## src/rtl/i2a_pkg.sv

```systemverilog
// Package for integer_to_ascii_digits: payload structs, command codes,
// cell control types and the digit-to-character mapping. No dependencies.
`timescale 1ns / 1ps

package i2a_pkg;

  localparam int NUM_CELLS    = 16;
  localparam int DIGIT_W      = 4;
  localparam int BIN_W        = 32;
  localparam int DEC_DIGITS   = 10;
  localparam int HEX32_DIGITS = 8;
  localparam int HEX64_DIGITS = 16;

  localparam logic [2:0] CMD_SDEC = 3'd0;
  localparam logic [2:0] CMD_UDEC = 3'd1;
  localparam logic [2:0] CMD_HEXL = 3'd2;
  localparam logic [2:0] CMD_HEXU = 3'd3;
  localparam logic [2:0] CMD_PTR  = 3'd4;

  localparam logic [6:0] CH_MINUS = 7'h2D;
  localparam logic [6:0] CH_ZERO  = 7'h30;
  localparam logic [6:0] CH_X     = 7'h78;
  localparam logic [6:0] CH_LOW_A = 7'h61;
  localparam logic [6:0] CH_UP_A  = 7'h41;

  typedef struct packed {
    logic [63:0] value;
    logic [2:0]  command;
  } in_item_t;

  typedef struct packed {
    logic [6:0] char_code;
    logic       last;
  } out_item_t;

  typedef enum logic [1:0] {
    CELL_HOLD   = 2'd0,
    CELL_LOAD   = 2'd1,
    CELL_DABBLE = 2'd2,
    CELL_SHIFT  = 2'd3
  } cell_op_t;

  typedef struct packed {
    cell_op_t op;
    logic     load_lo;  // lower cells take their nibble on load, else zero
    logic     load_hi;  // upper cells take their nibble on load, else zero
    logic     ser_bit;  // binary bit entering cell 0 during double dabble
  } cell_ctrl_t;

  function automatic logic [6:0] digit_char(input logic [DIGIT_W-1:0] d,
                                            input logic upper);
    logic [6:0] base;
    base = upper ? CH_UP_A : CH_LOW_A;
    if (d < 4'd10) begin
      digit_char = CH_ZERO + {3'b000, d};
    end else begin
      digit_char = base + {3'b000, d} - 7'd10;
    end
  endfunction

endpackage

```

## src/rtl/i2a_cell.sv

```systemverilog
// One digit cell of the conversion row: holds a 4-bit digit, loads it,
// runs a double-dabble step or takes its lower neighbor's digit. Uses i2a_pkg.
`timescale 1ns / 1ps

module i2a_cell (
  input  logic                           clk,
  input  i2a_pkg::cell_ctrl_t            ctrl,
  input  logic                           load_en,
  input  logic [i2a_pkg::DIGIT_W-1:0]    load_digit,
  input  logic                           bit_in,
  input  logic [i2a_pkg::DIGIT_W-1:0]    digit_in,
  output logic [i2a_pkg::DIGIT_W-1:0]    digit,
  output logic                           bit_out
);
  import i2a_pkg::*;

  logic [DIGIT_W-1:0] digit_r;
  logic [DIGIT_W-1:0] digit_nxt;
  logic [DIGIT_W-1:0] adj;

  // add 3 before the shift so the BCD digit carries at ten
  assign adj     = (digit_r >= 4'd5) ? digit_r + 4'd3 : digit_r;
  assign bit_out = adj[DIGIT_W-1];
  assign digit   = digit_r;

  always_comb begin
    unique case (ctrl.op)
      CELL_HOLD:   digit_nxt = digit_r;
      CELL_LOAD:   digit_nxt = load_en ? load_digit : '0;
      CELL_DABBLE: digit_nxt = {adj[DIGIT_W-2:0], bit_in};
      CELL_SHIFT:  digit_nxt = digit_in;
      default:     digit_nxt = digit_r;
    endcase
  end

  always_ff @(posedge clk) begin
    digit_r <= digit_nxt;
  end

endmodule

```

## src/rtl/i2a_ctrl.sv

```systemverilog
// Sequencer for integer_to_ascii_digits: command decode, binary shift
// register, leading-zero skip, prefix and digit emission, output register.
// Uses i2a_pkg.
`timescale 1ns / 1ps

module i2a_ctrl (
  input  logic                                            clk,
  input  logic                                            rst_n,
  input  logic                                            in_valid,
  output logic                                            in_ready,
  input  i2a_pkg::in_item_t                               in_payload,
  output logic                                            out_valid,
  input  logic                                            out_ready,
  output i2a_pkg::out_item_t                              out_payload,
  input  logic [i2a_pkg::NUM_CELLS-1:0][i2a_pkg::DIGIT_W-1:0] digits,
  output i2a_pkg::cell_ctrl_t                             cell_ctrl
);
  import i2a_pkg::*;

  typedef enum logic [4:0] {
    ST_IDLE   = 5'b00001,
    ST_CONV   = 5'b00010,
    ST_SKIP   = 5'b00100,
    ST_PREFIX = 5'b01000,
    ST_EMIT   = 5'b10000
  } state_t;

  localparam logic [3:0] TOP_DEC   = 4'(DEC_DIGITS - 1);
  localparam logic [3:0] TOP_HEX32 = 4'(HEX32_DIGITS - 1);
  localparam logic [3:0] TOP_HEX64 = 4'(HEX64_DIGITS - 1);

  state_t            state_r, state_nxt;
  logic [BIN_W-1:0]  bin_r, bin_nxt;
  logic [4:0]        bit_cnt_r, bit_cnt_nxt;
  logic [4:0]        rem_r, rem_nxt;
  logic [3:0]        top_sel_r, top_sel_nxt;
  logic [1:0]        pfx_r, pfx_nxt;
  logic              ptr_r, ptr_nxt;
  logic              upper_r, upper_nxt;
  logic              out_valid_r, out_valid_nxt;
  out_item_t         out_item_r, out_item_nxt;

  logic              accept;
  logic              out_free;
  logic [DIGIT_W-1:0] top_digit;
  logic [BIN_W-1:0]  low_word;
  logic [BIN_W-1:0]  neg_word;

  assign in_ready    = (state_r == ST_IDLE);
  assign accept      = in_valid && in_ready;
  assign out_free    = !out_valid_r || out_ready;
  assign top_digit   = digits[top_sel_r];
  assign low_word    = in_payload.value[BIN_W-1:0];
  assign neg_word    = BIN_W'(0) - low_word;
  assign out_valid   = out_valid_r;
  assign out_payload = out_item_r;

  always_comb begin
    state_nxt     = state_r;
    bin_nxt       = bin_r;
    bit_cnt_nxt   = bit_cnt_r;
    rem_nxt       = rem_r;
    top_sel_nxt   = top_sel_r;
    pfx_nxt       = pfx_r;
    ptr_nxt       = ptr_r;
    upper_nxt     = upper_r;
    out_valid_nxt = out_valid_r && !out_ready;
    out_item_nxt  = out_item_r;
    cell_ctrl     = '{op: CELL_HOLD, load_lo: 1'b0, load_hi: 1'b0, ser_bit: 1'b0};

    unique case (state_r)
      ST_IDLE: begin
        if (accept) begin
          unique case (in_payload.command)
            CMD_SDEC, CMD_UDEC: begin
              cell_ctrl.op = CELL_LOAD;
              if (in_payload.command == CMD_SDEC && low_word[BIN_W-1]) begin
                bin_nxt = neg_word;
                pfx_nxt = 2'd1;
              end else begin
                bin_nxt = low_word;
                pfx_nxt = 2'd0;
              end
              bit_cnt_nxt = 5'(BIN_W - 1);
              rem_nxt     = 5'(DEC_DIGITS);
              top_sel_nxt = TOP_DEC;
              ptr_nxt     = 1'b0;
              upper_nxt   = 1'b0;
              state_nxt   = ST_CONV;
            end
            CMD_HEXL, CMD_HEXU: begin
              cell_ctrl.op      = CELL_LOAD;
              cell_ctrl.load_lo = 1'b1;
              rem_nxt           = 5'(HEX32_DIGITS);
              top_sel_nxt       = TOP_HEX32;
              pfx_nxt           = 2'd0;
              ptr_nxt           = 1'b0;
              upper_nxt         = (in_payload.command == CMD_HEXU);
              state_nxt         = ST_SKIP;
            end
            CMD_PTR: begin
              cell_ctrl.op      = CELL_LOAD;
              cell_ctrl.load_lo = 1'b1;
              cell_ctrl.load_hi = 1'b1;
              rem_nxt           = 5'(HEX64_DIGITS);
              top_sel_nxt       = TOP_HEX64;
              pfx_nxt           = 2'd2;
              ptr_nxt           = 1'b1;
              upper_nxt         = 1'b0;
              state_nxt         = ST_SKIP;
            end
            default: begin
              // undefined command: drop the item
              state_nxt = ST_IDLE;
            end
          endcase
        end
      end
      ST_CONV: begin
        cell_ctrl.op      = CELL_DABBLE;
        cell_ctrl.ser_bit = bin_r[BIN_W-1];
        bin_nxt           = {bin_r[BIN_W-2:0], 1'b0};
        bit_cnt_nxt       = bit_cnt_r - 5'd1;
        if (bit_cnt_r == 5'd0) begin
          state_nxt = ST_SKIP;
        end
      end
      ST_SKIP: begin
        // advance past leading zeros, keep at least one digit
        if (top_digit == '0 && rem_r > 5'd1) begin
          cell_ctrl.op = CELL_SHIFT;
          rem_nxt      = rem_r - 5'd1;
        end else if (pfx_r != 2'd0) begin
          state_nxt = ST_PREFIX;
        end else begin
          state_nxt = ST_EMIT;
        end
      end
      ST_PREFIX: begin
        if (out_free) begin
          out_valid_nxt = 1'b1;
          out_item_nxt.last = 1'b0;
          if (!ptr_r) begin
            out_item_nxt.char_code = CH_MINUS;
          end else if (pfx_r == 2'd2) begin
            out_item_nxt.char_code = CH_ZERO;
          end else begin
            out_item_nxt.char_code = CH_X;
          end
          pfx_nxt = pfx_r - 2'd1;
          if (pfx_r == 2'd1) begin
            state_nxt = ST_EMIT;
          end
        end
      end
      ST_EMIT: begin
        if (out_free) begin
          out_valid_nxt          = 1'b1;
          out_item_nxt.char_code = digit_char(top_digit, upper_r);
          out_item_nxt.last      = (rem_r == 5'd1);
          cell_ctrl.op           = CELL_SHIFT;
          rem_nxt                = rem_r - 5'd1;
          if (rem_r == 5'd1) begin
            state_nxt = ST_IDLE;
          end
        end
      end
      default: begin
        state_nxt = ST_IDLE;
      end
    endcase
  end

  always_ff @(posedge clk) begin
    if (!rst_n) begin
      state_r     <= ST_IDLE;
      out_valid_r <= 1'b0;
      bit_cnt_r   <= '0;
      rem_r       <= '0;
      pfx_r       <= '0;
    end else begin
      state_r     <= state_nxt;
      out_valid_r <= out_valid_nxt;
      bit_cnt_r   <= bit_cnt_nxt;
      rem_r       <= rem_nxt;
      pfx_r       <= pfx_nxt;
    end
  end

  always_ff @(posedge clk) begin
    bin_r      <= bin_nxt;
    top_sel_r  <= top_sel_nxt;
    ptr_r      <= ptr_nxt;
    upper_r    <= upper_nxt;
    out_item_r <= out_item_nxt;
  end

endmodule

```

## src/rtl/integer_to_ascii_digits.sv

```systemverilog
// Binary to ASCII converter: takes a value and a format command, returns its
// characters most significant first, one per transfer, last flagged. A value
// occupies the block from its input transfer to the load of its last character.
// Decimal formats begin with the 32-step double-dabble pass through the row of
// 16 digit cells; every format then moves one digit a cycle toward the top
// cell, first past leading zeros, then out through the output register, where
// a stalled receiver holds the flow.
// Commands 5 to 7 are taken and dropped with no result.
// Depends on i2a_pkg, i2a_cell and i2a_ctrl.
`timescale 1ns / 1ps

module integer_to_ascii_digits (
  input  logic                clk,
  input  logic                rst_n,
  input  logic                in_valid,
  output logic                in_ready,
  input  i2a_pkg::in_item_t   in_payload,
  output logic                out_valid,
  input  logic                out_ready,
  output i2a_pkg::out_item_t  out_payload
);
  import i2a_pkg::*;

  cell_ctrl_t                            cell_ctrl;
  logic [NUM_CELLS-1:0][DIGIT_W-1:0]     digits;
  logic [NUM_CELLS-1:0]                  carry;

  i2a_ctrl u_ctrl (
    .clk        (clk),
    .rst_n      (rst_n),
    .in_valid   (in_valid),
    .in_ready   (in_ready),
    .in_payload (in_payload),
    .out_valid  (out_valid),
    .out_ready  (out_ready),
    .out_payload(out_payload),
    .digits     (digits),
    .cell_ctrl  (cell_ctrl)
  );

  for (genvar i = 0; i < NUM_CELLS; i++) begin : g_cell
    logic              bit_in;
    logic [DIGIT_W-1:0] digit_in;
    logic              load_en;

    if (i == 0) begin : g_first
      assign bit_in   = cell_ctrl.ser_bit;
      assign digit_in = '0;
    end else begin : g_rest
      assign bit_in   = carry[i-1];
      assign digit_in = digits[i-1];
    end

    if (i < HEX32_DIGITS) begin : g_lo
      assign load_en = cell_ctrl.load_lo;
    end else begin : g_hi
      assign load_en = cell_ctrl.load_hi;
    end

    i2a_cell u_cell (
      .clk       (clk),
      .ctrl      (cell_ctrl),
      .load_en   (load_en),
      .load_digit(in_payload.value[DIGIT_W*i +: DIGIT_W]),
      .bit_in    (bit_in),
      .digit_in  (digit_in),
      .digit     (digits[i]),
      .bit_out   (carry[i])
    );
  end

endmodule

```

## config.mk

```make
export PLATFORM = sky130hd
export DESIGN_NAME = integer_to_ascii_digits
export DESIGN_NICKNAME = d
export VERILOG_FILES = /design/src/rtl/i2a_pkg.sv /design/src/rtl/i2a_cell.sv /design/src/rtl/i2a_ctrl.sv /design/src/rtl/integer_to_ascii_digits.sv
export SDC_FILE = /design/constraint.sdc
export NUM_CORES = 1
export LEC_CHECK = 0
export ABC_AREA = 0
export ABC_CLOCK_PERIOD_IN_PS = 9400
export BUFFER_PORTS_ARGS = -buffer_cell sky130_fd_sc_hd__buf_2
export CAP_MARGIN = 20
export CORE_UTILIZATION = 23
export CTS_BUF_LIST = sky130_fd_sc_hd__clkbuf_4 sky130_fd_sc_hd__clkbuf_8
export CTS_CLUSTER_DIAMETER = 60
export DETAILED_ROUTE_END_ITERATION = 16
export PLACE_DENSITY = 0.45
export SYNTH_ARGS = -nofsm -noshare
export SYNTH_HDL_FRONTEND = slang
export SYNTH_SLANG_ARGS = --single-unit
export TNS_END_PERCENT = 1
```

## constraint.sdc

```tcl
create_clock -name clk -period 9.4 [get_ports clk]
set_input_delay 1.41 -clock clk [delete_from_list [all_inputs] [get_ports clk]]
set_output_delay 1.41 -clock clk [all_outputs]
set_load 0.02 [all_outputs]
```

### Word level (Yosys, flattened, before mapping)

Index checks and enable logic that the tools add are counted.

| word-level totals | value |
|---|---|
| latch bits | 0 |
| ROM bits | 0 |
| bits in writable memories | 0 |
| register bits | 128 |
| word-level logic and storage cells | 226 |
| bits of input ports | 71 |
| memories kept | 0 |

| cells by class | value |
|---|---|
| reduce and logical (&&, ||, !) cells | 34 |
| equal/unequal tests | 25 |
| add/subtract/negate cells | 23 |
| mux-type cells | 98 |
| divide/modulo/power cells | 0 |
| bitwise gates (word level) | 0 |
| multiply operators | 0 |
| order comparisons | 19 |
| shift operators | 0 |

Operator list:

| operator | number |
|---|---|
| $pmux W4 S3 | 17 |
| $mux W4 | 32 |
| $mux W32 | 3 |
| $mux W5 | 13 |
| $ge A4 B3 Y1 const B | 16 |
| $pmux W32 S2 | 1 |
| $add A4 B2 Y4 const B | 15 |
| $sub A1 B32 Y32 const A | 1 |
| $pmux W5 S3 | 2 |
| $pmux W5 S5 | 1 |
| $mux W7 | 3 |
| $bmux W4 S4 | 1 |
| $mux W8 | 2 |
| $pmux W8 S2 | 1 |
| $reduce_and A3 Y1 | 5 |
| $ne A2 B1 Y1 const B | 6 |
| $reduce_bool A2 Y1 | 6 |
| $eq A5 B1 Y1 const B | 2 |
| $mux W2 | 5 |
| $pmux W5 S2 | 1 |
| $sub A5 B1 Y5 const B | 2 |
| $pmux W2 S4 | 1 |
| $add A6 B4 Y7 const A | 1 |
| $add A7 B4 Y7 | 1 |
| other kinds (39) | 61 |

### Depth between registers and ports, before layout

Gate-level depths: netlist of run 1.

| depth | value |
|---|---|
| word-level depth | 8 |
| depth in mapped cells | 10 |

### By module

Synthesis of run 1 repeated with hierarchy kept, for this count alone.

| unflattened totals | value |
|---|---|
| cells, all modules | 929 |
| area total of the unflattened synthesis | 8942.3 µm² |

By module, submodules not included:

| module | cells an instance | times used | area an instance (µm²) | sequential area each (µm²) |
|---|---|---|---|---|
| i2a_cell | 32 | 16 | 319.1 | 120.1 |
| i2a_ctrl | 416 | 1 | 3833.7 | 1681.6 |
| integer_to_ascii_digits | 1 | 1 | 3.8 | 0.0 |

### Least setup slack after synthesis of run 1

Ideal clock, no wire load.

| timing path | value |
|---|---|
| kind | input to register |
| from | input in_payload[1] (netlist bit) |
| to | register g_cell[0].u_cell.digit_r[0] (enable) |
| path slack | 5.408 ns |
| data required time | 8.977 ns |
| arrival time | 3.568 ns |
| stages on the path | 6 |
| setup time | 0.423 ns |
| cells stage by stage | o21ai_0 > nand4_1 > inv_1 > clkbuf_1 > nor2_1 > nand2_1 |

| on the way | value |
|---|---|
| longest elaborated chain between the ends | 6 |
| elaborated cells between the ends (all ways) | 10 |
| those cells by class | 4 x eq/ne; 3 x mux; 3 x reduce/logical |

Ends and longest elaborated chain:

| item | line | source |
|---|---|---|
| start: declaration | integer_to_ascii_digits.sv:17 | `input i2a_pkg::in_item_t in_payload,` |
| $eq A3 B1 Y1, or another cell as far along | i2a_ctrl.sv:74 | `unique case (in_payload.command)` |
| $reduce_or A5 Y1 (no line) (*) | n/a |  |
| $mux W1 (*) | i2a_ctrl.sv:74 |  |
| $mux W3 (*) | i2a_ctrl.sv:73 | `if (accept) begin` |
| $pmux W2 S4 (*) | i2a_ctrl.sv:71 | `unique case (state_r)` |
| $logic_not A2 Y1 (*) | i2a_cell.sv:27 | `unique case (ctrl.op)` |
| end signal: assignment | i2a_cell.sv:37 | `digit_r <= digit_nxt;` |
| end: declaration | i2a_cell.sv:17 | `logic [DIGIT_W-1:0] digit_r;` |

Every way passes the cells marked *; elsewhere a longest branch is shown, timed or not.
A chain may end at the register's enable or synchronous reset.

### Worst setup path in the final report of run 1

| timing path | value |
|---|---|
| from | register u_ctrl.top_sel_r[3] |
| to | register g_cell[13].u_cell.digit_r[3] (enable) |

| on the way | value |
|---|---|
| longest elaborated chain between the ends | 7 |

Ends and longest elaborated chain:

| item | line | source |
|---|---|---|
| start: declaration | i2a_ctrl.sv:36 | `logic [3:0] top_sel_r, top_sel_nxt;` |
| start signal: assignment | i2a_ctrl.sv:192 | `top_sel_r <= top_sel_nxt;` |
| $bmux W4 S4 | i2a_ctrl.sv:52 | `assign top_digit = digits[top_sel_r];` |
| $mux W4 (not written as such) | i2a_ctrl.sv:52 |  |
| $logic_not A4 Y1 | i2a_ctrl.sv:130 | `if (top_digit == '0 && rem_r > 5'd1) begin` |
| $logic_and A1 B1 Y1 | i2a_ctrl.sv:130 |  |
| $mux W2 | i2a_ctrl.sv:130 |  |
| $pmux W2 S4 | i2a_ctrl.sv:71 |  |
| $logic_not A2 Y1 | i2a_cell.sv:27 |  |
| end signal: assignment | i2a_cell.sv:37 |  |
| end: declaration | i2a_cell.sv:17 |  |

Every way passes these cells. The select of a mux whose other input is x is not followed.

==> summary.md, run 1 <==
| Metric | Value |
|---|---|
| Die ar. | `0.0360 sq mm` |
| 1st-pass router iterations | `4` |
| Buf+Inv Stages, Crit Path | `3` |
| TNS Setup | `0 ps` |
| Die W | `190 microns` |
| Fmax | `260 MHz` |
| Final Max Tran Viols | `0` |
| Sw frac | `26.8%` |
| Critical path's top delay family | `buffers and inverters` |
| Yosys reg bits | `126` |
| Peak supply drop | `0.0000764 V` |
| Crit start category | `flip-flop` |
| Syn. warnings | `0` |
| Post-synthesis sequential area ratio | `44.5%` |
| Iter 0 DRT Violations | `461` |
| Placed inst area | `0.00897 sq mm` |
| Total number of H-tree levels | `4` |
| Hold Buf Count CTS | `0` |
| Final setup skew | `20.3 ps` |
| Largest net degree at the start of global routing | `77` |
| Max Root-Sink Buffers | `2` |
| WL met2 | `9820 microns` |
| Crit path required time | `9480 ps` |
| Via density | `4.84` |
| Post-route antenna net violation count | `0` |
| Critical path cell sequence | `mux4_2 > inv_1 > ha_1 > nand2_1 > o22a_1 > o21ai_4 > buf_4 > nor2_1 > nand2_2 > buf_4` |
| Critical path class | `flip-flop to flip-flop` |
| Hold Path Class | `flip-flop to flip-flop` |
| Slowest stage cell, crit path | `buf_4` |
| CTS tree | `yes` |
| CTS root buffer | `clkbuf_8` |
| Worst Max-Slew Pin Slew | `932 ps` |
| Worst setup EP type | `flip-flop` |
| Uppermost layer routed | `met4` |
| Detailed Place HPWL | `15500 microns` |
| Top_reg_cell synth | `edfxtp_1` |
| Core ar. | `0.0346 sq mm` |
| Final Wtd Congestion | `0.796` |
| Initial antenna violation count | `0` |
| Maximum fanout along the worst path | `70` |
| Mean Syn Cell Area | `9.70 sq um` |
| Status | `complete, no violations` |
| TritonCTS buffer count | `17` |
| Routed length on met3 | `1180 microns` |
| Internal | `1.05 mW` |
| Fin crit share | `40.9%` |
| Unrepaired setup endpoints after global routing | `no` |
| Grt ovf | `0` |
| I/O pin cnt | `81` |
| Final non-filler cell area | `0.00943 sq mm` |
| Reg2Reg Setup Slack | `5550 ps` |
| Pwr/cell area | `152 mW/mm^2` |
| Post-CTS Setup Inserts | `0` |
| Residual DRC count | `0` |
| Post-synthesis cell type count | `60` |
| Vias in the first global route | `6265` |
| Mapped Cells | `836` |
| Fillers | `3660` |
| Port Buffers | `80` |
| CP arrival | `3930 ps` |
| P_sw | `0.383 mW` |
| Nets@finish | `1014` |
| Metal1 wirelength | `11500 microns` |
| Final wirelength | `22700 microns` |
| CP dominant cell by count | `buf_4` |
| Global-route wire length before repair | `35300 microns` |
| Utilization after layout | `27.2%` |
| Clk slew on worst S/H paths | `80 ps` |
| Synthesized net count | `948` |
| Gate power share | `13.7%` |
| Clock power frac | `39.1%` |
| Post-Syn Area | `0.00811 sq mm` |
| Final hold violations | `0` |
| Maxcap violations | `0` |
| Via count | `6626` |
| CTS sink count | `126` |
| Clock insertion delay at the later pin of the skew report | `470 ps` |
| Leak pwr | `3.43 nW` |
| Detailed-route wire length per cell | `16.6 microns` |
| Seq pwr share | `47.2%` |
| Area growth syn-to-layout | `16.3%` |
| Critical Path Max Stage Delay | `680 ps` |
| Rel. slew slack | `37.7%` |
| Ant diodes | `0` |
| Rows | `68` |
| Ratio of cells with drive above 1 in the final layout | `14.5%` |
| Final setup vio count | `0` |
| Die height | `190 microns` |
| Initial Utilization | `23.4%` |
| Min cycle time layout | `3850 ps` |
| Share of flip-flops with an asynchronous set or reset | `0%` |
| PostCTS Resize Cnt | `0` |
| Tot Pwr | `1.43 mW` |
| Total GRT Usage | `12.7%` |
| Number of enable flip-flop cells after synthesis | `108` |
logic make-up after synthesis:
kind of cell             synth area share, %
AND/OR/NAND/NOR                         16.3
XOR/XNOR                                5.29
multiplexers                            1.50
adder cells (fa/ha/maj)                 6.33
AO/OA/AOI/OAI                           21.4
buffers and inverters                   4.72
flip-flops                              44.5
power groups by stage:
| stage | Sequential [mW] | Clock [mW] | Combinational (mW) |
|---|---|---|---|
| finish | 0.675 | 0.560 | 0.196 |
| global route | 0.680 | 0.602 | 0.220 |
| CTS | 0.675 | 0.578 | 0.198 |
| detailed placement | 0.688 | 0 | 0.197 |
| global placement | 0.688 | 0 | 0.194 |
| floorplan | 0.676 | 0 | 0.136 |
routing by layer:
layer,GRT usage [%],vias to the layer above
met3,2.88,11
met1,18.8,3187
li1,-,3244
met4,2.98,0
met2,18.4,184
met5,0,-
cells in the mapped netlist, types with 5 or more instances:
cell type	number	area (sq um)
o21ai_0	51	255
a41oi_1	5	43.8
nand2b_1	21	131
a21oi_1	72	360
edfxtp_1	108	3240
nor2_1	77	289
buf_2	9	45.0
dfxtp_1	18	360
nor2b_1	19	119
nor3b_1	21	158
xor2_1	5	43.8
nand2_1	72	270
or3_1	6	37.5
a31oi_1	18	113
a221o_1	58	581
nor3_1	15	75.1
inv_1	56	210
xnor2_1	44	385
a211oi_1	17	128
nand3_1	10	50.1
clkbuf_1	31	116
ha_1	41	513
metrics by stage:
| stage | hold slack [ps] | setup WS (ps) | std cells |
|---|---|---|---|
| 6_report | 510 | 5550 | 1370 |
| 2_1_floorplan | 465 | 5410 | 836 |
| 3_5_place_dp | 496 | 5360 | 1338 |
| 4_1_cts | 517 | 5470 | 1370 |
| 5_1_grt | 539 | 5310 | 1370 |
| 3_3_place_gp | 492 | 5430 | 1338 |
placed cells by master, fill, tap and decap left out, types with 10 or more instances in the layout:
master,n
nand2_1,71
nand3_1,10
nor2b_1,19
buf_2,80
edfxtp_1,108
nor3b_1,21
ha_1,41
nor3_1,15
clkbuf_8,21
a211oi_1,17
dfxtp_1,18
xnor2_1,44
nand2b_1,21
nor2_1,77
a31oi_1,18
o21ai_0,51
inv_1,56
a221o_1,58
a21oi_1,72
flip-flops by register name, summed over array words and instances, names as in the netlist:
register,cells
g_cell.u_cell.digit,64
u_ctrl.bin_r,32
u_ctrl.bit_cnt_r,5
u_ctrl.out_payload,8
u_ctrl.out_valid,1
u_ctrl.pfx_r,2
u_ctrl.ptr_r,1
u_ctrl.rem_r,5
u_ctrl.state_r,5
u_ctrl.top_sel_r,2
u_ctrl.upper_r,1
path summary, 6_finish.rpt:
kind	startpoint	end	depth (start not counted)
setup / recovery	u_ctrl.top_sel_r[3]	g_cell[13].u_cell.digit[3]	10
hold / removal	u_ctrl.rem_r[4]	u_ctrl.rem_r[4]	1
setup reg to reg	u_ctrl.top_sel_r[3]	g_cell[13].u_cell.digit[3]	10
hold reg to reg	u_ctrl.rem_r[4]	u_ctrl.rem_r[4]	1
area by class of cell:
type | count | area, sq um | share of cell area (%)
multi-input combinational | 613 | 4120 | 43.7
sequential | 126 | 3600 | 38.2
tap | 455 | 569 | 6.04
timing repair buffer | 88 | 460 | 4.88
clock buffer | 23 | 304 | 3.23
inverter | 56 | 210 | 2.23
clock inverter | 9 | 155 | 1.65
(Power assumes the default switching activity.)
==> inputs of run 2 (changes only) <==
Settings changed: ABC_CLOCK_PERIOD_IN_PS 9400 to 3400, PLACE_DENSITY 0.45 to 0.46.
Clock period 9.4 ns to 3.4 ns, I/O delays scaled along.
==> run 2 against run 1 <==
Compared with the run above: clock skew shrank 5.4 ps; routed wire length is 2.8% lower; via count is 0.11% higher; register-to-register slack worse by 5000 ps; sequential share of layout area down 0.16 points; clock-buffer cell count grew 3; non-clock buffer count grew 8.
==> summary.md, run 2 (same netlist as run 1, synthesis figures left out) <==
| Metric | Value |
|---|---|
| Status | `complete, no violations` |
| Worst slack, placed | `596 ps (-4770 ps)` |
| Residual DRC count | `0 (unchanged)` |
| Die W | `190 microns (unchanged)` |
| Crit path required time | `3510 ps (-5970 ps)` |
| GR Util met2 | `18.7% (+0.32 points)` |
| Nets@finish | `1022 (+0.79%)` |
| Rows | `68 (unchanged)` |
| GRT met3 Usage | `2.64% (-0.24 points)` |
| Port Buffers | `80 (unchanged)` |
| Total GRT Usage | `12.6% (-0.042 points)` |
| Detailed-route wire length per cell | `16.0 microns (-3.4%)` |
| Peak supply drop | `0.000217 V (+180%)` |
| Gr busiest metal | `met2` |
| CP arrival | `2950 ps (-980 ps)` |
| PostCTS Resize Cnt | `0 (unchanged)` |
| Clock insertion delay at the later pin of the skew report | `450 ps (-20 ps)` |
| Final hold violations | `0 (unchanged)` |
| TritonCTS buffer count | `17 (unchanged)` |
| Hold Buf Count CTS | `0 (unchanged)` |
| Initial Utilization | `23.4% (unchanged)` |
| Via density | `4.81 (-0.48%)` |
| Final Max Tran Viols | `0 (unchanged)` |
| Min cycle time layout | `2840 ps (-1010 ps)` |
| Max reg flops | `64 (unchanged)` |
| Final wirelength | `22000 microns (-2.8%)` |
| Final WS setup | `560 ps (-4990 ps)` |
| Die ar. | `0.0360 sq mm (unchanged)` |
| Rel. slew slack | `46.1% (+8.4 points)` |
| Worst R2R Path Depth | `9 (-1)` |
| Final Wtd Congestion | `0.789 (-0.78%)` |
| Post-route antenna net violation count | `0 (unchanged)` |
| CTS root buffer | `clkbuf_8` |
| 1st-pass router iterations | `5 (+1)` |
| Fin crit share | `83.5% (+43 points)` |
| TNS Setup | `0 ps (unchanged)` |
| I/O pin cnt | `81 (unchanged)` |
| Fmax | `352 MHz (+35%)` |
| Pwr/cell area | `403 mW/mm^2 (+170%)` |
| Most frequent cells in the layout | `edfxtp_1 (108), buf_2 (80), nor2_1 (77), a21oi_1 (72), nand2_1 (71)` |
| GR Util met1 | `18.5% (-0.27 points)` |
| Hold Path Class | `input port to flip-flop` |
| Ratio of cells with drive above 1 in the final layout | `15.4% (+0.85 points)` |
| Largest net degree at the start of global routing | `70 (-9.1%)` |
| Final setup vio count | `0 (unchanged)` |
| Maximum fanout along the worst path | `64 (-8.6%)` |
| Detailed Place HPWL | `15500 microns (+0.13%)` |
| Via count | `6633 (+0.11%)` |
| Max Root-Sink Buffers | `2 (unchanged)` |
| Core ar. | `0.0346 sq mm (unchanged)` |
| Crit start category | `flip-flop` |
| Die height | `190 microns (unchanged)` |
| Clk slew on worst S/H paths | `80 ps (about the same)` |
| Vias in the first global route | `6433 (+2.7%)` |
| Hold Path Depth | `2 (+1)` |
| Initial antenna violation count | `0 (unchanged)` |
| Unrepaired setup endpoints after global routing | `no` |
| CTS tree | `yes` |
| Total number of H-tree levels | `4 (unchanged)` |
| Hold slack | `354 ps (-156 ps)` |
| Worst setup EP type | `flip-flop` |
| Grt ovf | `0 (unchanged)` |
| Final setup skew | `14.9 ps (-5.41 ps)` |
| Leak pwr | `3.47 nW (+1.2%)` |
| Global-route wire length before repair | `35600 microns (+0.84%)` |
| Iter 0 DRT Violations | `364 (-21%)` |
| Worst Max-Slew Pin Slew | `809 ps (-124 ps)` |
| Area growth syn-to-layout | `16.8%` |
| Post-CTS Setup Inserts | `0 (unchanged)` |
| Tot Pwr | `3.82 mW (+170%)` |
| Leading cell type in the layout, fill and taps excluded | `edfxtp_1` |
| Maxcap violations | `0 (unchanged)` |
| Ant diodes | `0 (unchanged)` |
| Critical path class | `flip-flop to flip-flop` |
| CTS sink count | `126 (unchanged)` |
## run 2: metrics by stage
step | cell area, sq um | util (%) | instances
6_report | 9470 | 27.3 | 1378
5_1_grt | 9470 | 27.3 | 1378
4_1_cts | 9470 | 27.3 | 1378
3_5_place_dp | 9050 | 26.1 | 1346
3_3_place_gp | 9050 | 26.1 | 1346
2_1_floorplan | 8110 | - | 836
## run 2: metal layers
metal / routed length, microns / up-vias
met5: 0 / -
met4: 136 / 0
met3: 1060 / 9
met2: 9450 / 162
met1: 11400 / 3197
li1: - / 3265
## run 2: path summary, 6_finish.rpt
check	from	to	slack, ps
min	in_payload[52]	g_cell[12].u_cell.digit[1]	350
max reg2reg	u_ctrl.top_sel_r[3]	g_cell[8].u_cell.digit[0]	560
max	u_ctrl.top_sel_r[3]	g_cell[8].u_cell.digit[0]	560
min reg2reg	u_ctrl.bin_r[29]	u_ctrl.bin_r[30]	520
## run 2: area by class of cell
type	count	area (sq um)
multi-input cells	613	4120
well taps	455	569
repair buffers	96	546
inverters	56	210
clock inverters	6	81.3
flip-flops and latches	126	3600
fillers	3680	25200
clock buffers	26	333
## run 2: power by group
group	switching (mW)	total, mW	internal (mW)
registers	0.0847	1.86	1.78
logic	0.320	0.550	0.230
clock network	0.622	1.40	0.780
total	1.03	3.82	2.79
## run 2: critical path, cell delays in order, from the launching register on
cell and delay (ps):
edfxtp_1 480, mux4_2 590, inv_1 100, ha_1 190, nand2_1 60, o22a_1 290
o21ai_4 210, nor2_1 90, nand2_2 110, buf_12 320
